==> src/hw/rtl/b64_pkg.sv <==
// Package: shared types, codes and alphabet functions for the base64 codec.
`timescale 1ns / 1ps

package b64_pkg;

    // Mode register codes
    localparam logic MODE_ENCODE = 1'b0;
    localparam logic MODE_DECODE = 1'b1;

    localparam logic [7:0] PAD_CHAR = 8'h3D;   // '='

    // Job queue depth between front and back
    localparam int Q_DEPTH  = 2;
    localparam int Q_PTR_W  = $clog2(Q_DEPTH);
    localparam int Q_CNT_W  = $clog2(Q_DEPTH + 1);

    // One job: up to four result bytes from a single input item
    typedef struct packed {
        logic [3:0][7:0] data;     // data[0] leaves first
        logic [1:0]      num_m1;   // number of bytes minus one
        logic            last;     // job closes the stream
        logic            err;      // single error result
    } job_t;

    // Front to queue handshake
    typedef struct packed {
        logic push;
        job_t job;
    } push_t;

    // 6-bit value to alphabet character
    function automatic logic [7:0] sextet_to_char(input logic [5:0] v);
        logic [7:0] w;
        w = {2'b00, v};
        if (v < 6'd26)       return w + 8'h41;
        else if (v < 6'd52)  return w + 8'd71;
        else if (v < 6'd62)  return w - 8'd4;
        else if (v == 6'd62) return 8'h2B;
        else                 return 8'h2F;
    endfunction

    // Character to {invalid, value}; pad reads as zero
    function automatic logic [6:0] char_to_sextet(input logic [7:0] c);
        if (c >= 8'h41 && c <= 8'h5A)      return {1'b0, 6'(c - 8'h41)};
        else if (c >= 8'h61 && c <= 8'h7A) return {1'b0, 6'(c - 8'h47)};
        else if (c >= 8'h30 && c <= 8'h39) return {1'b0, 6'(c + 8'd4)};
        else if (c == 8'h2B)               return 7'd62;
        else if (c == 8'h2F)               return 7'd63;
        else if (c == PAD_CHAR)            return 7'd0;
        else                               return 7'h40;
    endfunction

endpackage

==> src/hw/rtl/b64_front.sv <==
// Front end: accepts items, tracks group state, builds result jobs.
`timescale 1ns / 1ps

module b64_front
(
    input  logic               clk,
    input  logic               rst_n,
    input  logic               cfg_valid,
    input  logic               cfg_data,
    input  logic               in_valid,
    input  logic [7:0]         in_byte,
    input  logic               stream_last,
    input  logic               q_full,
    output logic               in_stall,
    output b64_pkg::push_t     push_out
);

    logic        mode_reg, mode_next;
    logic [23:0] group_bits_reg, group_bits_next;
    logic [1:0]  group_count_reg, group_count_next;
    logic        third_pad_reg, third_pad_next;
    logic        skip_reg, skip_next;

    logic        accept;
    logic [23:0] enc_bits;
    logic [23:0] enc_aligned;
    logic [2:0]  enc_cnt;
    logic [6:0]  sx;
    logic [23:0] dec_bits;
    logic        is_pad;

    assign in_stall = q_full;
    assign accept   = in_valid && !q_full;

    assign enc_bits = {group_bits_reg[15:0], in_byte};
    assign enc_cnt  = {1'b0, group_count_reg} + 3'd1;
    assign sx       = b64_pkg::char_to_sextet(in_byte);
    assign dec_bits = {group_bits_reg[17:0], sx[5:0]};
    assign is_pad   = (in_byte == b64_pkg::PAD_CHAR);

    always_comb
    begin
        priority if (enc_cnt == 3'd1)
            enc_aligned = {enc_bits[7:0], 16'h0000};
        else if (enc_cnt == 3'd2)
            enc_aligned = {enc_bits[15:0], 8'h00};
        else
            enc_aligned = enc_bits;
    end

    always_comb
    begin
        mode_next        = mode_reg;
        group_bits_next  = group_bits_reg;
        group_count_next = group_count_reg;
        third_pad_next   = third_pad_reg;
        skip_next        = skip_reg;
        push_out         = '0;

        if (cfg_valid)
        begin
            // mode write restarts the stream
            mode_next        = cfg_data;
            group_bits_next  = '0;
            group_count_next = '0;
            third_pad_next   = 1'b0;
            skip_next        = 1'b0;
        end
        else if (accept)
        begin
            if (mode_reg == b64_pkg::MODE_ENCODE)
            begin
                if (enc_cnt < 3'd3 && !stream_last)
                begin
                    group_bits_next  = enc_bits;
                    group_count_next = enc_cnt[1:0];
                end
                else
                begin
                    push_out.push        = 1'b1;
                    push_out.job.data[0] = b64_pkg::sextet_to_char(enc_aligned[23:18]);
                    push_out.job.data[1] = b64_pkg::sextet_to_char(enc_aligned[17:12]);
                    push_out.job.data[2] = (enc_cnt < 3'd2) ? b64_pkg::PAD_CHAR
                                         : b64_pkg::sextet_to_char(enc_aligned[11:6]);
                    push_out.job.data[3] = (enc_cnt < 3'd3) ? b64_pkg::PAD_CHAR
                                         : b64_pkg::sextet_to_char(enc_aligned[5:0]);
                    push_out.job.num_m1  = 2'd3;
                    push_out.job.last    = stream_last;
                    group_bits_next      = '0;
                    group_count_next     = '0;
                    third_pad_next       = 1'b0;
                end
            end
            else
            begin
                if (skip_reg)
                begin
                    if (stream_last)
                    begin
                        skip_next        = 1'b0;
                        group_bits_next  = '0;
                        group_count_next = '0;
                        third_pad_next   = 1'b0;
                    end
                end
                else if (sx[6] || (group_count_reg != 2'd3 && stream_last))
                begin
                    // bad character or short final group
                    push_out.push       = 1'b1;
                    push_out.job.num_m1 = 2'd0;
                    push_out.job.last   = 1'b1;
                    push_out.job.err    = 1'b1;
                    group_bits_next     = '0;
                    group_count_next    = '0;
                    third_pad_next      = 1'b0;
                    skip_next           = sx[6] && !stream_last;
                end
                else if (group_count_reg != 2'd3)
                begin
                    group_bits_next  = dec_bits;
                    group_count_next = group_count_reg + 2'd1;
                    if (group_count_reg == 2'd2)
                        third_pad_next = is_pad;
                end
                else
                begin
                    push_out.push        = 1'b1;
                    push_out.job.data[0] = dec_bits[23:16];
                    push_out.job.data[1] = dec_bits[15:8];
                    push_out.job.data[2] = dec_bits[7:0];
                    push_out.job.num_m1  = third_pad_reg ? 2'd0 : (is_pad ? 2'd1 : 2'd2);
                    push_out.job.last    = stream_last;
                    group_bits_next      = '0;
                    group_count_next     = '0;
                    third_pad_next       = 1'b0;
                end
            end
        end
    end

    always_ff @(posedge clk or negedge rst_n)
    begin
        if (!rst_n)
        begin
            mode_reg        <= b64_pkg::MODE_ENCODE;
            group_bits_reg  <= '0;
            group_count_reg <= '0;
            third_pad_reg   <= 1'b0;
            skip_reg        <= 1'b0;
        end
        else
        begin
            mode_reg        <= mode_next;
            group_bits_reg  <= group_bits_next;
            group_count_reg <= group_count_next;
            third_pad_reg   <= third_pad_next;
            skip_reg        <= skip_next;
        end
    end

endmodule

==> src/hw/rtl/b64_queue.sv <==
// Job queue: small FIFO between front end and output sequencer.
`timescale 1ns / 1ps

module b64_queue
(
    input  logic           clk,
    input  logic           rst_n,
    input  b64_pkg::push_t push_in,
    input  logic           pop,
    output b64_pkg::job_t  head,
    output logic           head_valid,
    output logic           full
);

    localparam logic [b64_pkg::Q_CNT_W-1:0] DEPTH_C = b64_pkg::Q_CNT_W'(b64_pkg::Q_DEPTH);
    localparam logic [b64_pkg::Q_PTR_W-1:0] LAST_C  = b64_pkg::Q_PTR_W'(b64_pkg::Q_DEPTH - 1);

    b64_pkg::job_t                mem_reg [b64_pkg::Q_DEPTH];
    logic [b64_pkg::Q_PTR_W-1:0]  wr_ptr_reg, wr_ptr_next;
    logic [b64_pkg::Q_PTR_W-1:0]  rd_ptr_reg, rd_ptr_next;
    logic [b64_pkg::Q_CNT_W-1:0]  cnt_reg, cnt_next;
    logic                         do_push;
    logic                         do_pop;

    assign full       = (cnt_reg == DEPTH_C);
    assign head_valid = (cnt_reg != '0);
    assign head       = mem_reg[rd_ptr_reg];
    assign do_push    = push_in.push && !full;
    assign do_pop     = pop && head_valid;

    always_comb
    begin
        wr_ptr_next = wr_ptr_reg;
        rd_ptr_next = rd_ptr_reg;
        if (do_push)
            wr_ptr_next = (wr_ptr_reg == LAST_C) ? '0 : wr_ptr_reg + 1'b1;
        if (do_pop)
            rd_ptr_next = (rd_ptr_reg == LAST_C) ? '0 : rd_ptr_reg + 1'b1;
        cnt_next = cnt_reg + b64_pkg::Q_CNT_W'(do_push) - b64_pkg::Q_CNT_W'(do_pop);
    end

    always_ff @(posedge clk or negedge rst_n)
    begin
        if (!rst_n)
        begin
            wr_ptr_reg <= '0;
            rd_ptr_reg <= '0;
            cnt_reg    <= '0;
        end
        else
        begin
            wr_ptr_reg <= wr_ptr_next;
            rd_ptr_reg <= rd_ptr_next;
            cnt_reg    <= cnt_next;
        end
    end

    always_ff @(posedge clk)
    begin
        if (do_push)
            mem_reg[wr_ptr_reg] <= push_in.job;
    end

endmodule

==> src/hw/rtl/b64_back.sv <==
// Back end: walks each job and sends one result byte per cycle while out_stall is low.
`timescale 1ns / 1ps

module b64_back
(
    input  logic          clk,
    input  logic          rst_n,
    input  b64_pkg::job_t head,
    input  logic          head_valid,
    output logic          pop,
    input  logic          out_stall,
    output logic          out_valid,
    output logic [7:0]    out_byte,
    output logic          run_last,
    output logic          stream_end,
    output logic          error
);

    b64_pkg::job_t cur_job_reg, cur_job_next;
    logic          cur_valid_reg, cur_valid_next;
    logic [1:0]    idx_reg, idx_next;
    logic          out_valid_reg, out_valid_next;
    logic [7:0]    out_byte_reg, out_byte_next;
    logic          run_last_reg, run_last_next;
    logic          stream_end_reg, stream_end_next;
    logic          error_reg, error_next;

    logic          advance;
    logic          at_end;
    logic          cur_done;

    assign advance  = !out_valid_reg || !out_stall;
    assign at_end   = (idx_reg == cur_job_reg.num_m1);
    assign cur_done = cur_valid_reg && advance && at_end;
    assign pop      = head_valid && (!cur_valid_reg || cur_done);

    always_comb
    begin
        out_valid_next  = out_valid_reg;
        out_byte_next   = out_byte_reg;
        run_last_next   = run_last_reg;
        stream_end_next = stream_end_reg;
        error_next      = error_reg;
        if (advance)
        begin
            out_valid_next  = cur_valid_reg;
            out_byte_next   = cur_job_reg.err ? 8'h00 : cur_job_reg.data[idx_reg];
            run_last_next   = at_end;
            stream_end_next = at_end && cur_job_reg.last;
            error_next      = cur_job_reg.err;
        end
    end

    always_comb
    begin
        cur_job_next   = cur_job_reg;
        cur_valid_next = cur_valid_reg;
        idx_next       = idx_reg;
        if (pop)
        begin
            cur_job_next   = head;
            cur_valid_next = 1'b1;
            idx_next       = '0;
        end
        else if (cur_done)
            cur_valid_next = 1'b0;
        else if (cur_valid_reg && advance)
            idx_next = idx_reg + 2'd1;
    end

    always_ff @(posedge clk or negedge rst_n)
    begin
        if (!rst_n)
        begin
            cur_valid_reg <= 1'b0;
            out_valid_reg <= 1'b0;
            idx_reg       <= '0;
        end
        else
        begin
            cur_valid_reg <= cur_valid_next;
            out_valid_reg <= out_valid_next;
            idx_reg       <= idx_next;
        end
    end

    always_ff @(posedge clk)
    begin
        cur_job_reg    <= cur_job_next;
        out_byte_reg   <= out_byte_next;
        run_last_reg   <= run_last_next;
        stream_end_reg <= stream_end_next;
        error_reg      <= error_next;
    end

    assign out_valid  = out_valid_reg;
    assign out_byte   = out_byte_reg;
    assign run_last   = run_last_reg;
    assign stream_end = stream_end_reg;
    assign error      = error_reg;

endmodule

==> src/hw/rtl/base64_codec_core.sv <==
// Top level: streaming base64 encoder/decoder with mode register.
`timescale 1ns / 1ps

//  channel | direction | handshake             | payload
//  --------+-----------+-----------------------+------------------------------------
//  cfg     | in        | cfg_valid / cfg_ready | cfg_data (mode: 0 encode, 1 decode)
//  in      | in        | in_valid / in_stall   | in_byte, stream_last
//  out     | out       | out_valid / out_stall | out_byte, run_last, stream_end, error
//
//  One input transfer per cycle while the job queue has room; the front end
//  turns each item into zero to four result bytes in the same cycle.
//  Results leave one byte per cycle from the output register while out_stall
//  is low, so the single output port sets the rate: encode emits 4 bytes per 3 input bytes.
//  out_valid rises once the input transfer that causes it has passed the
//  queue entry, the current-job register and the output register.
//  Reset brings mode to encode with an empty group; no clearing pass.
//  out_stall only backs up the queue; in_stall rises when the queue is full.

module base64_codec_core
(
    input  logic       clk,
    input  logic       rst_n,
    // configuration
    input  logic       cfg_valid,
    output logic       cfg_ready,
    input  logic       cfg_data,
    // input items
    input  logic       in_valid,
    output logic       in_stall,
    input  logic [7:0] in_byte,
    input  logic       stream_last,
    // results
    output logic       out_valid,
    input  logic       out_stall,
    output logic [7:0] out_byte,
    output logic       run_last,
    output logic       stream_end,
    output logic       error
);

    b64_pkg::push_t push;     // front -> queue
    b64_pkg::job_t  head;     // queue -> back
    logic           head_valid;
    logic           pop;
    logic           q_full;

    // the user must write the mode only while idle; the block does not enforce it, and the port is always ready
    assign cfg_ready = 1'b1;

    b64_front u_front
    (
        .clk         (clk),
        .rst_n       (rst_n),
        .cfg_valid   (cfg_valid),
        .cfg_data    (cfg_data),
        .in_valid    (in_valid),
        .in_byte     (in_byte),
        .stream_last (stream_last),
        .q_full      (q_full),
        .in_stall    (in_stall),
        .push_out    (push)
    );

    b64_queue u_queue
    (
        .clk        (clk),
        .rst_n      (rst_n),
        .push_in    (push),
        .pop        (pop),
        .head       (head),
        .head_valid (head_valid),
        .full       (q_full)
    );

    b64_back u_back
    (
        .clk        (clk),
        .rst_n      (rst_n),
        .head       (head),
        .head_valid (head_valid),
        .pop        (pop),
        .out_stall  (out_stall),
        .out_valid  (out_valid),
        .out_byte   (out_byte),
        .run_last   (run_last),
        .stream_end (stream_end),
        .error      (error)
    );

`ifndef SYNTHESIS
    // error result is always a lone zero byte that closes the stream
    a_err_result: assert property (@(posedge clk) disable iff (!rst_n)
        out_valid && error |-> run_last && stream_end && out_byte == 8'h00)
        else $error("error result malformed");

    // end of stream is always the last byte of its item
    a_end_is_run_last: assert property (@(posedge clk) disable iff (!rst_n)
        out_valid && stream_end |-> run_last)
        else $error("stream_end without run_last");

    // front must never push a job into a full queue
    a_no_overflow: assert property (@(posedge clk) disable iff (!rst_n)
        push.push |-> !q_full)
        else $error("job queue overflow");

    // a popped job must exist
    a_no_underflow: assert property (@(posedge clk) disable iff (!rst_n)
        pop |-> head_valid)
        else $error("job queue underflow");
`endif

endmodule

==> config.mk <==
export PLATFORM = sky130hd
export DESIGN_NAME = base64_codec_core
export DESIGN_NICKNAME = d
export VERILOG_FILES = /design/src/hw/rtl/b64_pkg.sv /design/src/hw/rtl/b64_front.sv /design/src/hw/rtl/b64_queue.sv /design/src/hw/rtl/b64_back.sv /design/src/hw/rtl/base64_codec_core.sv
export SDC_FILE = /design/constraint.sdc
export NUM_CORES = 1
export LEC_CHECK = 0
export ABC_AREA = 0
export BUFFER_PORTS_ARGS = -buffer_cell sky130_fd_sc_hd__clkbuf_2
export CAP_MARGIN = 30
export CORE_ASPECT_RATIO = 1.5
export CORE_MARGIN = 4
export CORE_UTILIZATION = 29
export CTS_CLUSTER_DIAMETER = 80
export DETAILED_ROUTE_END_ITERATION = 16
export GPL_TIMING_DRIVEN = 0
export SYNTH_ARGS = -nofsm -noshare
export SYNTH_HDL_FRONTEND = slang
export SYNTH_SLANG_ARGS = --single-unit
==> constraint.sdc <==
create_clock -name clk -period 12 [get_ports clk]
set_clock_uncertainty 0.15 [all_clocks]
set_input_delay 1.2 -clock clk [delete_from_list [all_inputs] [get_ports clk]]
set_output_delay 1.2 -clock clk [all_outputs]
set_load 0.01 [all_outputs]
; ---- After elaboration in Yosys (flattened, before gate mapping)
; Memories as Yosys holds them, arrays and structs flattened. A register that Yosys moved wholly into a read port is not among the register bits.
; Cells that the tools add are included.
[op_classes]
n_addsub = 22
n_lt_le_gt_ge = 21
n_eq_ne = 17
muxes = 85
reduce_logical = 30
[ops]
columns = cell, count
row1 = 18-bit two-way mux, 8
row2 = 8-bit two-way mux, 16
row3 = 37-bit two-way mux, 2
row4 = 24-bit two-way mux, 3
row5 = 6-bit by 7-bit adder with 8-bit output (second input constant), 8
row6 = 27-bit two-way mux, 2
row7 = 6-bit < comparator (second input constant), 8
row8 = 7-bit two-way mux, 6
row9 = 36-bit two-way mux, 1
row10 = 28-bit two-way mux, 1
row11 = 6-bit by 3-bit subtractor with 7-bit output (second input constant), 4
row12 = 1-bit two-way mux, 27
row13 = 2-bit two-way mux, 13
row14 = 6-bit == test (second input constant), 4
row15 = 8-bit by 6-bit == test with 1-bit output (second input constant), 3
row16 = 6-bit by 5-bit < comparator with 1-bit output (second input constant), 4
row17 = 8-bit binary-select mux with 2-bit select, 1
row18 = 8-bit by 7-bit >= comparator with 1-bit output (second input constant), 2
row19 = 8-bit by 7-bit less-or-equal comparator with 1-bit output (second input constant), 2
row20 = 3-bit two-way mux, 5
row21 = 1-bit logical AND, 13
row22 = 2-bit nonzero test, 5
row23 = 8-bit by 6-bit >= comparator with 1-bit output (second input constant), 1
row24 = 8-bit by 6-bit less-or-equal comparator with 1-bit output (second input constant), 1
row25 = 22 further kinds, 35
[totals]
regBits = 42
mem_bits_rw = 72
output_inout_bits = 14
elab_cells = 191
memories = 1
[memory_table]
columns = memory, words, width, rd, rd_clocked_by_memory_dff, write_ports, line_no
row1 = u_queue.mem_reg, 2, 36, 1, 1, 1, b64_queue.sv:18  ; b64_pkg::job_t mem_reg [b64_pkg::Q_DEPTH];

; ---- Logic depth before layout (Yosys ltp)
; Gate-level depths: netlist of run 1.
[depth]
word_depth = 17
depth_mapped = 15

; ---- Hierarchy
; Synthesis of run 1 repeated with hierarchy kept, for this count alone.
[hier_totals]
hier_cells = 797
hier_area_um2 = 9041.2
[modules_own_cells]
columns = mod, instances, cells_each, area_each_um2, seq_area_each_um2
row1 = b64_front, 1, 574, 4201.5, 575.6
row2 = b64_queue, 1, 130, 2924.1, 2262.2
row3 = b64_back, 1, 91, 1904.3, 1511.4
row4 = base64_codec_core, 1, 2, 11.3, 0.0

; ---- Worst setup path before layout of run 1
; Ideal clock, no wire load.
[synth_timing]
path_type = input port to flip-flop
start = input port in_byte[1]
end = memory u_queue.mem_reg[0][0] (netlist name), enable pin
arrival_ns = 4.335
slack_ns = 7.081
cell_stages = 10
path_buffers = 2
path_cell_list = buf_2 > inv_1 > ha_1 > nand2b_1 > a21oi_1 > a211oi_2 > o21bai_1 > buf_6 > a31oi_2 > nor2b_1
[synth_via]
elab_chain_cells = 16
elab_cells_between_ends = 27
cone_classes = order compare (6) / eq/ne (3) / mux (13) / reduce/logical (5)
[synth_lines]
columns = item, line_no
row1 = "start, declared", base64_codec_core.sv:30  ; input logic [7:0] in_byte,
row2 = 8-bit by 6-bit == test with 1-bit output, b64_pkg.sv:49  ; else if (c == PAD_CHAR) return 7'd0;
row3 = 7-bit two-way mux, b64_pkg.sv:49
row4 = 7-bit two-way mux, b64_pkg.sv:48  ; else if (c == 8'h2F) return 7'd63;
row5 = 7-bit two-way mux, b64_pkg.sv:47  ; else if (c == 8'h2B) return 7'd62;
row6 = 7-bit two-way mux, b64_pkg.sv:46  ; else if (c >= 8'h30 && c <= 8'h39) return {1'b0, 6'(c + 8'd4)};
row7 = 7-bit two-way mux, b64_pkg.sv:45  ; else if (c >= 8'h61 && c <= 8'h7A) return {1'b0, 6'(c - 8'h47)};
row8 = 7-bit two-way mux (*), b64_pkg.sv:44  ; if (c >= 8'h41 && c <= 8'h5A) return {1'b0, 6'(c - 8'h41)};
row9 = 1-bit logical OR (*), b64_front.sv:106  ; else if (sx[6] || (group_count_reg != 2'd3 && stream_last))
row10 = 1-bit two-way mux (*), b64_front.sv:106
row11 = 1-bit two-way mux (*), b64_front.sv:96  ; if (skip_reg)
row12 = 1-bit two-way mux (*), b64_front.sv:71  ; if (mode_reg == b64_pkg::MODE_ENCODE)
row13 = 37-bit two-way mux (*), b64_front.sv:69  ; else if (accept)
row14 = 37-bit two-way mux (*), b64_front.sv:60  ; if (cfg_valid)
row15 = 1-bit logical AND (*), b64_queue.sv:28  ; assign do_push = push_in.push && !full;
row16 = 1-bit two-way mux (*), b64_queue.sv:60  ; if (do_push)
row17 = 1-bit two-way mux (implied by the code) (*), b64_queue.sv:61  ; mem_reg[wr_ptr_reg] <= push_in.job;
row18 = "end, declared", b64_queue.sv:18
; Every way passes the cells marked *; elsewhere a longest branch is shown, timed or not.

; ---- Worst setup path after layout of run 1
[layout_timing]
start = input port in_byte[3]
end = memory u_queue.mem_reg[1][17] (netlist name), enable pin
; Same word-level chain as after synthesis.

==> metrics, run 1 <==
result of the run complete, no violations; post-synthesis adder-cell area fraction 0.05739; Internal ~1.2 mW; pin count of the biggest net entering global routing 37; routed len/inst 18.32 um; final sum of negative setup slack 0 ns; number of maximum-capacitance violations 0; number of violations reported at the end of detailed-routing iteration 0 540; cell area after synthesis 0.008721 mm^2; core region area ~0.03 mm^2; distinct cell type count of the synthesized netlist 86; synthesized-area fraction occupied by and/or/nand/nor cells 0.1344; logic gate share of total power 0.269; share of flip-flops with an asynchronous set or reset after synthesis 0.2067; number of hold violations in the final report 0; Port Buf Inserts 23; largest buffer count on any clock path 2; drc violations 0; Slew @ Worst Pin ~0.9 ns; amount of wire on met2 after detailed routing approximately 12000 um; Detail Route Antenna Nets 0; syn_nets around 820; hold buffers post-CTS 0; count of final setup violators 0; clock sink total 150; clock latency on the worst-skew pair roughly 0.41 ns; startpoint kind of the worst setup timing path primary input; highest achievable clock rate ~240 MHz; average cell area after synthesis about 11 um^2; crit path DAT about 4.0 ns; placed standard-cell area 0.009398 mm^2; fraction of synthesized area in multiplexers 0.1003; weighted congestion reported at the end of routability-driven placement 0.8608; setup repair after global routing missed its margin no; H-tree lvl count 4; clk root buf sky130_fd_sc_hd__clkbuf_16; post-synthesis register bit count 150; global-route wire length before repair 34600 um; type of element capturing the critical path flop; routed via count approximately 6200; sequential power share 0.438; vias in the first global route around 6100; net switching power of the design between 0.5 and 0.6 mW; data required time of the critical path 11.88 ns; leading cell type in the layout, fill and taps excluded sky130_fd_sc_hd__edfxtp_1; crit-path max FO 36; Static Leakage roughly 3.5 nW; synthesized instance count around 760; Gates resized, CTS repair 0; number of synthesized flops with an enable pin about 120; starting density of the core 0.2949; ratio of routed vias to standard cells a little over 5; number of warnings printed during yosys synthesis 0; max reg flops 72; WHS Endpoint u_queue.cnt_reg[1]$_DFF_PN0_; Detailed Place HPWL ~17000 um; Detail Route met3 WL 921 um; proportion of synthesized chip area in sequential cells 0.4987; Tcrit/Tclk final 0.3449; nets@finish roughly 860; Post-synth top flop sky130_fd_sc_hd__edfxtp_1; aggregate global-route resource usage 0.1361; layout cell share with drive strength beyond 1 0.1988; aggregate routed wire length approximately 22000 um; met1 wire length 8498 um; fin. max-slew vios 0; buffers inserted during post-CTS setup optimization 0; Reg2Reg Launch Point u_front.group_count_reg[0]$_DFFE_PN0P_; endpoint of the worst-slack reg-to-reg timing path u_queue.mem_reg[0][4]$_DFFE_PP_; largest family of logic cells by synthesized area compound AO/OA/AOI/OAI gates; horizontal extent of the die 149.6 um; net switching fraction of the power 0.3044; sum of overflow across all layers after global routing 0; TritonCTS clock tree yes; Die ar. 0.03297 mm^2; commonest non-fill, non-tap cells in the layout sky130_fd_sc_hd__edfxtp_1, sky130_fd_sc_hd__nand2_1, sky130_fd_sc_hd__nor2_1; CTS clock-pin slew for the worst setup and hold paths 0.06 ns; critical path class in -> reg; Finished Cell Area between 0.009 and 0.01 mm^2; Hold WC Path Type reg -> reg; hold path depth 1; DIE HEIGHT ~220 um; largest vdd supply drop ~0.10 mV; flop2flop setup slack 8.16 ns; count of pins on the block boundary 29; num rows 77; slew margin rel. 0.3895; Reg2Reg Depth 13; synthesized-area fraction occupied by xor and xnor cells 0.02410; number of antenna violations at the first check in global routing 0; antenna cells 0; Min-Delay Startpoint u_queue.cnt_reg[1]$_DFF_PN0_; Synth Area in Compound Gates 0.1409; Power Dens Cells ~170 mW/mm^2; Area growth syn-to-layout 14.13%; cts bufs inserted 17; top layer used by detailed routing met4; clock share of power 0.293; drt pass-1 iters 5; final period demand of the worst path just over 4 ns
per-layer routing:
metal	up-vias	global-route usage
met1	3008	0.1511
met5	-	0
met3	47	0.02172
li1	2928	-
met2	203	0.2485
met4	0	0.07206
Yosys cell counts, types with 10 or more instances:
master                     instances  area share
sky130_fd_sc_hd__a211oi_1         10      0.0086
sky130_fd_sc_hd__a21oi_1          26       0.015
sky130_fd_sc_hd__a22oi_1          15       0.013
sky130_fd_sc_hd__buf_2            14      0.0080
sky130_fd_sc_hd__clkbuf_1         16      0.0069
sky130_fd_sc_hd__dfrtp_1          31       0.089
sky130_fd_sc_hd__edfxtp_1        119        0.41
sky130_fd_sc_hd__ha_1             40       0.057
sky130_fd_sc_hd__inv_1            40       0.017
sky130_fd_sc_hd__mux2_2           39       0.050
sky130_fd_sc_hd__mux2i_1          21       0.024
sky130_fd_sc_hd__nand2_1          56       0.024
sky130_fd_sc_hd__nand2b_1         15       0.011
sky130_fd_sc_hd__nand3_1          14      0.0080
sky130_fd_sc_hd__nor2_1           41       0.018
sky130_fd_sc_hd__nor2b_1          15       0.011
sky130_fd_sc_hd__nor3_1           20       0.011
sky130_fd_sc_hd__o21ai_0          19       0.011
sky130_fd_sc_hd__o21ai_1          27       0.015
sky130_fd_sc_hd__xnor2_1          14       0.014
sky130_fd_sc_hd__xor2_1           10       0.010
worst max path at each step:
stage	cells after the start	from	slack [ns]	to
after detailed placement	10	in_byte[3]	7.45	u_queue.mem_reg[1][7]$_DFFE_PP_
after CTS	10	in_byte[3]	7.88	u_queue.mem_reg[1][17]$_DFFE_PP_
final	10	in_byte[3]	7.86	u_queue.mem_reg[1][17]$_DFFE_PP_
after global routing	10	in_byte[3]	7.67	u_queue.mem_reg[1][17]$_DFFE_PP_
after global placement	10	in_byte[3]	5.62	u_queue.mem_reg[0][7]$_DFFE_PP_
after floorplan	10	in_byte[1]	7.08	u_queue.mem_reg[0][0]$_DFFE_PP_
through the flow:
step	hold WS, ns	std cells	util	setup WS, ns	power (mW)
2_1_floorplan	0.3055	763	-	7.081	1.063
3_3_place_gp	0.3237	1181	0.3155	5.615	1.195
3_5_place_dp	0.3416	1183	0.3177	7.454	1.216
4_1_cts	0.3500	1215	0.3365	7.877	1.713
5_1_grt	0.3898	1215	0.3365	7.669	1.781
6_report	0.3467	1215	0.3365	7.861	1.693
worst max-delay path: stages:
cell and delay (ns):
sky130_fd_sc_hd__clkbuf_2 0.18, sky130_fd_sc_hd__buf_2 0.34, sky130_fd_sc_hd__inv_1 0.19, sky130_fd_sc_hd__ha_1 0.24, sky130_fd_sc_hd__a21oi_1 0.24, sky130_fd_sc_hd__a211oi_2 0.14, sky130_fd_sc_hd__o21bai_1 0.22, sky130_fd_sc_hd__buf_6 0.17
sky130_fd_sc_hd__a31oi_2 0.26, sky130_fd_sc_hd__and2_2 0.79
kinds of logic after synthesis:
| group | after synthesis |
|---|---|
| flops | 150 |
| xor+xnor | 24 |
| compound gates | 175 |
| simple gates | 217 |
| buf+inv | 85 |
| mux | 71 |
| other cells | 1 |
| fa+ha+maj | 40 |
final cells by class:
| class | count | area [um^2] |
|---|---|---|
| plain buffers | 39 | 209.0 |
| clock buffers | 17 | 425.4 |
| clock inverters | 15 | 130.1 |
| fillers | 2936 | 19620 |
| inverters | 46 | 172.7 |
| multi-input cells | 528 | 4010 |
| flip-flops and latches | 150 | 4349 |
| well taps | 395 | 494.2 |
| repair buffers | 25 | 162.7 |
power groups by stage:
stage | registers (mW) | clock network [mW] | logic (mW)
4_1_cts | 0.745 | 0.505 | 0.463
2_1_floorplan | 0.744 | 0 | 0.319
6_report | 0.742 | 0.495 | 0.456
3_5_place_dp | 0.755 | 0 | 0.461
3_3_place_gp | 0.758 | 0 | 0.437
5_1_grt | 0.752 | 0.529 | 0.501
Note: power is estimated with default switching activity, not from simulation.
==> inputs of run 2 (changes only) <==
==> constraint.sdc (replaced) <==
create_clock -name clk -period 4.1 [get_ports clk]
set_clock_uncertainty 0.15 [all_clocks]
set_input_delay 0.41 -clock clk [delete_from_list [all_inputs] [get_ports clk]]
set_output_delay 0.41 -clock clk [all_outputs]
set_load 0.01 [all_outputs]
==> run 2 against run 1 <==
Effect of this change:
- critical path type is now reg -> reg
- die area stayed put
- sequential power grew to 2.9 times the previous value
- cell area is 0.13% higher
- count of clock-buffer cells in the layout is 2 higher
- core utilization hardly changed
==> metrics, run 2 (synthesis results as in run 1) <==
result of the run complete, no violations (unchanged); data required time of the critical path 4.06 ns (was 11.88 ns); max reg flops 72 (unchanged); cells traversed along the worst timing path inv_1 > ha_1 > buf_2 > buf_4 > clkbuf_1 > nand2_1 > o21ai_1 > inv_2 > ha_1 > nor3_4 > nand3_1 > o21ai_0 > o22ai_1 (was clkbuf_2 > buf_2 > inv_1 > ha_1 > a21oi_1 > a211oi_2 > o21bai_1 > buf_6 > a31oi_2 > and2_2); antenna cells 0 (unchanged); Final Worst Setup Slack 0.3218 ns (was 7.861 ns); clock latency on the worst-skew pair 0.42 ns (was 0.41 ns); crit path DAT 3.74 ns (was 4.02 ns); TritonCTS clock tree yes (unchanged); sum of overflow across all layers after global routing 0 (unchanged); number of violations reported at the end of detailed-routing iteration 0 508 (was 540); Detailed Place HPWL 16830 um (was 16710 um); fill count 2926 (was 2936); startpoint kind of the worst setup timing path flop (was primary input); commonest non-fill, non-tap cells in the layout sky130_fd_sc_hd__edfxtp_1, sky130_fd_sc_hd__nand2_1, sky130_fd_sc_hd__nor2_1 (unchanged); Static Leakage 3.548 nW (was 3.528 nW); routed len/inst 18.39 um (was 18.32 um); Port Buf Inserts 23 (unchanged); Detail Route Antenna Nets 0 (unchanged); pin count of the biggest net entering global routing 37 (unchanged); type of element capturing the critical path flop (unchanged); sequential cell area in the final layout 0.004349 mm^2 (unchanged); critical path class reg -> reg (was in -> reg); cts bufs inserted 17 (unchanged); CP most frequent cell sky130_fd_sc_hd__ha_1; ratio of routed vias to standard cells 5.102 (was 5.091); Hold WC Path Type in -> reg (was reg -> reg); aggregate routed wire length 22370 um (was 22260 um); drc violations 0 (unchanged); CTS clock-pin slew for the worst setup and hold paths 0.07 ns (was 0.06 ns); nets@finish 863 (was 862); count of pins on the block boundary 29 (unchanged); largest vdd supply drop 0.2821 mV (was 0.1048 mV); num rows 77 (unchanged); cell at the slowest stage of the critical path sky130_fd_sc_hd__dfrtp_1 (was sky130_fd_sc_hd__and2_2); horizontal extent of the die 149.6 um (unchanged); slew margin rel. 0.4106 (was 0.3895); Tcrit/Tclk final 0.9215; highest achievable clock rate 264.7 MHz; layout cell share with drive strength beyond 1 0.1998 (was 0.1988); crit-path max FO 10 (was 36); Post-Place Worst Slack 0.3288 ns (was 7.454 ns); Slew @ Worst Pin 0.8842 ns (was 0.9157 ns); Finished Cell Area 0.009966 mm^2 (was 0.009953 mm^2); number of antenna violations at the first check in global routing 0 (unchanged); aggregate global-route resource usage 0.1364 (was 0.1361); clk root buf sky130_fd_sc_hd__clkbuf_16 (unchanged); number of hold violations in the final report 0 (unchanged); DIE HEIGHT 220.4 um (unchanged); Die ar. 0.03297 mm^2 (unchanged); Power Dens Cells 498.8 mW/mm^2 (was 170.1 mW/mm^2); setup repair after global routing missed its margin no (unchanged); placed standard-cell area 0.009390 mm^2 (was 0.009398 mm^2); final period demand of the worst path 3.778 ns; max incr delay on CP 0.43 ns (was 0.79 ns); fin. max-slew vios 0 (unchanged); leading cell type in the layout, fill and taps excluded sky130_fd_sc_hd__edfxtp_1 (unchanged); Area growth syn-to-layout 14.28% (was 14.13%); core region area 0.02958 mm^2 (unchanged); H-tree lvl count 4 (unchanged); clock sink total 150 (unchanged); count of final setup violators 0 (unchanged); final sum of negative setup slack 0 ns (unchanged); area of combinational cells with multiple inputs 0.004010 mm^2 (unchanged); routed via count 6204 (was 6186); global-route wire length before repair 34580 um (was 34600 um); starting density of the core 0.2949 (unchanged); Gates resized, CTS repair 0 (unchanged); weighted congestion reported at the end of routability-driven placement 0.8640 (was 0.8608); total power draw 4.971 mW (was 1.693 mW); vias in the first global route 6167 (was 6077); largest buffer count on any clock path 2 (unchanged); flop2flop setup slack 0.32 ns (was 8.16 ns); number of maximum-capacitance violations 0 (unchanged); minimum hold slack 0.06356 ns (was 0.3467 ns); drt pass-1 iters 5 (unchanged)
## run 2: cell types whose count changed in the layout (fill, tap and decap cells not counted), sizes merged
cell	before	now
inv	49	54
clkbuf	56	58
bufinv	1	0
clkinvlp	4	1
clkinv	7	4
dlygate4sd3	0	1
## run 2: metal layers
layer | vias to the layer above | wire length [um] | global-route usage
li1 | 2936 | - | -
met1 | 3025 | 8406 | 0.1478
met2 | 180 | 11910 | 0.2517
met3 | 63 | 847 | 0.01741
met4 | 0 | 1200 | 0.08153
met5 | - | 0 | 0
## run 2: repair_timing
item	in CTS	in global routing
endpoints found under the hold margin	31	0
hold buffers	1	0
setup buffers	0	0
## run 2: where the power goes
group / internal [mW] / total (mW) / switching (mW) / leakage, nW
Combinational: 0.563 / 1.32 / 0.761 / 1.78
Sequential: 2.04 / 2.17 / 0.131 / 1.49
Clock: 0.830 / 1.48 / 0.646 / 0.280
Total: 3.43 / 4.97 / 1.54 / 3.55
## run 2: through the flow
stage                     utilization  instances
after global routing           0.3369       1216
after floorplan                     -        763
final                          0.3369       1216
after CTS                      0.3369       1216
after detailed placement       0.3175       1183
after global placement         0.3155       1181
## run 2: final timing paths
kind,startpoint,cells past startpoint,endpoint
worst min register to register,u_queue.cnt_reg[1]$_DFF_PN0_,1,u_queue.cnt_reg[1]$_DFF_PN0_
worst min-delay path,cfg_data,3,u_front.mode_reg$_DFFE_PN0P_
max in group asynchronous,rst_n,2,u_front.group_bits_reg[16]$_DFFE_PN0P_
worst max register to register,u_front.group_count_reg[0]$_DFFE_PN0P_,13,u_queue.mem_reg[0][4]$_DFFE_PP_
min in group asynchronous,rst_n,2,u_queue.rd_ptr_reg$_DFFE_PN0P_
worst max-delay path,u_front.group_count_reg[0]$_DFFE_PN0P_,13,u_queue.mem_reg[0][4]$_DFFE_PP_
## run 2: critical path, delay by kind of cell (launching register included)
family,cells,cell delay (ns)
AOI/OAI and AO/OA,3,0.67
and+or+nand+nor,3,0.63
buffers and inverters,5,1.13
DFF,1,0.43
adders and majority gates,2,0.44
## run 2: cell type report
type | instances | share of cell area
inverters | 46 | 0.01733
plain buffers | 39 | 0.02097
flip-flops and latches | 150 | 0.4364
clock inverters | 13 | 0.01117
clock buffers | 19 | 0.04557
repair buffers | 26 | 0.01657
well taps | 395 | 0.04959
multi-input cells | 528 | 0.4024
==> inputs of run 3 (changes only) <==
--- a/config.mk
+++ b/config.mk
@@ -6,7 +6,7 @@
 export NUM_CORES = 1
 export LEC_CHECK = 0
 export ABC_AREA = 0
-export BUFFER_PORTS_ARGS = -buffer_cell sky130_fd_sc_hd__clkbuf_2
+export BUFFER_PORTS_ARGS = -buffer_cell sky130_fd_sc_hd__buf_2
 export CAP_MARGIN = 30
 export CORE_ASPECT_RATIO = 1.5
 export CORE_MARGIN = 4
@@ -14,6 +14,7 @@
 export CTS_CLUSTER_DIAMETER = 80
 export DETAILED_ROUTE_END_ITERATION = 16
 export GPL_TIMING_DRIVEN = 0
+export PLACE_DENSITY = 0.41
 export SYNTH_ARGS = -nofsm -noshare
 export SYNTH_HDL_FRONTEND = slang
 export SYNTH_SLANG_ARGS = --single-unit
==> run 3 against run 2 <==
Effect of this change:
- global-route usage increased by 1.7 points
- setup slack got worse by 0.073 ns
- clock power about the same
- first-iteration DRC count decreased by 11%
- die area unchanged
- maximum frequency decreased by 1.9%
- worst hold slack got worse by 0.012 ns
- register-to-register slack got worse by 0.07 ns
==> metrics, run 3 (synthesis results as in run 1) <==
Static Leakage 3.528 nW (was 3.548 nW); Final Worst Setup Slack 0.2487 ns (was 0.3218 ns); Gates resized, CTS repair 0 (unchanged); leading cell type in the layout, fill and taps excluded sky130_fd_sc_hd__edfxtp_1 (unchanged); Tcrit/Tclk final 0.9394 (was 0.9215); Min-Delay Startpoint cfg_data (unchanged); clk root buf sky130_fd_sc_hd__clkbuf_16 (unchanged); final period demand of the worst path 3.851 ns (was 3.778 ns); Detailed Place HPWL 18780 um (was 16830 um); Hold WC Path Type in -> reg (unchanged); count of final setup violators 0 (unchanged); minimum hold slack 0.05165 ns (was 0.06356 ns); type of element capturing the critical path flop (unchanged); pin count of the biggest net entering global routing 33 (was 37); routed via count 6171 (was 6204); global-route wire length before repair 37990 um (was 34580 um); routed len/inst 20.42 um (was 18.39 um); drc violations 0 (unchanged); layout cell share with drive strength beyond 1 0.2019 (was 0.1998); Power Dens Cells 499.5 mW/mm^2 (was 498.8 mW/mm^2); count of pins on the block boundary 29 (unchanged); aggregate routed wire length 24850 um (was 22370 um); antenna cells 0 (unchanged); weighted congestion reported at the end of routability-driven placement 0.8695 (was 0.8640); fin. max-slew vios 0 (unchanged); CTS clock-pin slew for the worst setup and hold paths 0.06 ns (was 0.07 ns); critical path class reg -> reg (unchanged); drt pass-1 iters 5 (unchanged); clock sink total 150 (unchanged); Die ar. 0.03297 mm^2 (unchanged); largest vdd supply drop 0.2840 mV (was 0.2821 mV); clock latency on the worst-skew pair 0.43 ns (was 0.42 ns); result of the run complete, no violations (unchanged); number of hold violations in the final report 0 (unchanged); core region area 0.02958 mm^2 (unchanged); Detail Route Antenna Nets 0 (unchanged); crit path DAT 3.91 ns (was 3.74 ns); starting density of the core 0.2949 (unchanged); Reg2Reg Launch Point u_front.group_count_reg[0]$_DFFE_PN0P_ (unchanged); aggregate global-route resource usage 0.1537 (was 0.1364); cts bufs inserted 17 (unchanged); vias in the first global route 6198 (was 6167); largest buffer count on any clock path 2 (unchanged); TritonCTS clock tree yes (unchanged); Area growth syn-to-layout 14.32% (was 14.28%); Post-Place Worst Slack 0.3358 ns (was 0.3288 ns); buffers inserted during post-CTS setup optimization 0 (unchanged); number of violations reported at the end of detailed-routing iteration 0 453 (was 508); slew margin rel. 0.4032 (was 0.4106); sum of overflow across all layers after global routing 0 (unchanged); DIE HEIGHT 220.4 um (unchanged); num rows 77 (unchanged); nets@finish 864 (was 863); max reg flops 72 (unchanged); data required time of the critical path 4.16 ns (was 4.06 ns); H-tree lvl count 4 (unchanged); highest achievable clock rate 259.6 MHz (was 264.7 MHz); ratio of routed vias to standard cells 5.071 (was 5.102); startpoint kind of the worst setup timing path flop (unchanged); origin of the worst setup path u_front.group_count_reg[0]$_DFFE_PN0P_ (unchanged); number of antenna violations at the first check in global routing 0 (unchanged); Slew @ Worst Pin 0.8953 ns (was 0.8842 ns); number of maximum-capacitance violations 0 (unchanged); crit-path max FO 10 (unchanged); commonest non-fill, non-tap cells in the layout sky130_fd_sc_hd__edfxtp_1, sky130_fd_sc_hd__nand2_1, sky130_fd_sc_hd__nor2_1 (unchanged); horizontal extent of the die 149.6 um (unchanged); hold buffers post-CTS 1 (unchanged); setup repair after global routing missed its margin no (unchanged); Port Buf Inserts 23 (unchanged)
run 3: changes by cell type in the layout (fill, tap and decap cells not counted), moves of 2 or more:
cell / delta
sky130_fd_sc_hd__clkbuf_2: -23
sky130_fd_sc_hd__clkinvlp_4: +4
sky130_fd_sc_hd__inv_6: +2
sky130_fd_sc_hd__buf_2: +23
sky130_fd_sc_hd__inv_4: -2
sky130_fd_sc_hd__inv_8: -2
run 3: critical path: stages (launching register included):
cell and delay (ns):
sky130_fd_sc_hd__dfrtp_1 0.43, sky130_fd_sc_hd__inv_1 0.12, sky130_fd_sc_hd__ha_1 0.15, sky130_fd_sc_hd__buf_2 0.24
sky130_fd_sc_hd__buf_4 0.25, sky130_fd_sc_hd__clkbuf_1 0.43, sky130_fd_sc_hd__o21ai_1 0.27, sky130_fd_sc_hd__ha_1 0.36
sky130_fd_sc_hd__a31oi_1 0.17, sky130_fd_sc_hd__o21ai_1 0.13, sky130_fd_sc_hd__a21boi_2 0.32, sky130_fd_sc_hd__nor2_1 0.07
sky130_fd_sc_hd__mux2_2 0.28, sky130_fd_sc_hd__o22ai_1 0.27
run 3: cell type report:
class	instances	area (um^2)
timing repair buffer	27	185.2
sequential	150	4349
fill	2973	19610
clock buffer	17	425.4
multi-input combinational	528	4010
tap	395	494.2
buffer	39	209.0
inverter	46	172.7
clock inverter	15	123.9
run 3: path summary, 6_finish.rpt:
kind                                                          endpoint  slack, ns  cells past startpoint
worst max-delay path                   u_queue.mem_reg[1][5]$_DFFE_PP_       0.25                     13
worst min-delay path                      u_front.mode_reg$_DFFE_PN0P_       0.05                      3
worst max register to register         u_queue.mem_reg[1][5]$_DFFE_PP_       0.25                     13
worst min register to register            u_queue.cnt_reg[1]$_DFF_PN0_       0.37                      1
max in group asynchronous            u_front.third_pad_reg$_DFFE_PN0P_       2.73                      2
min in group asynchronous       u_front.group_bits_reg[12]$_DFFE_PN0P_       0.49                      2
run 3: power breakdown:
group          internal (mW)  leakage, nW  total, mW  switching [mW]
clock                  0.787        0.255       1.45           0.664
combinational          0.569         1.78       1.34           0.773
sequential              2.04         1.49       2.19           0.147
total                   3.40         3.53       4.98            1.58
run 3: metal layers:
layer	wire length (um)	track usage
met1	10090	0.1783
met4	519	0.05740
met5	0	0
met2	13500	0.2866
met3	734	0.02028
run 3: per-stage QoR:
stage                     power, mW  area [um^2]  std cells  setup TNS [ns]    util
after floorplan               3.111         8723        763               0       -
after global placement        3.545         9333       1181          -58.26  0.3155
after detailed placement      3.588         9410       1184               0  0.3182
after CTS                     5.059         9970       1217               0  0.3371
after global routing          5.252         9970       1217               0  0.3371
final                         4.979         9970       1217               0  0.3371
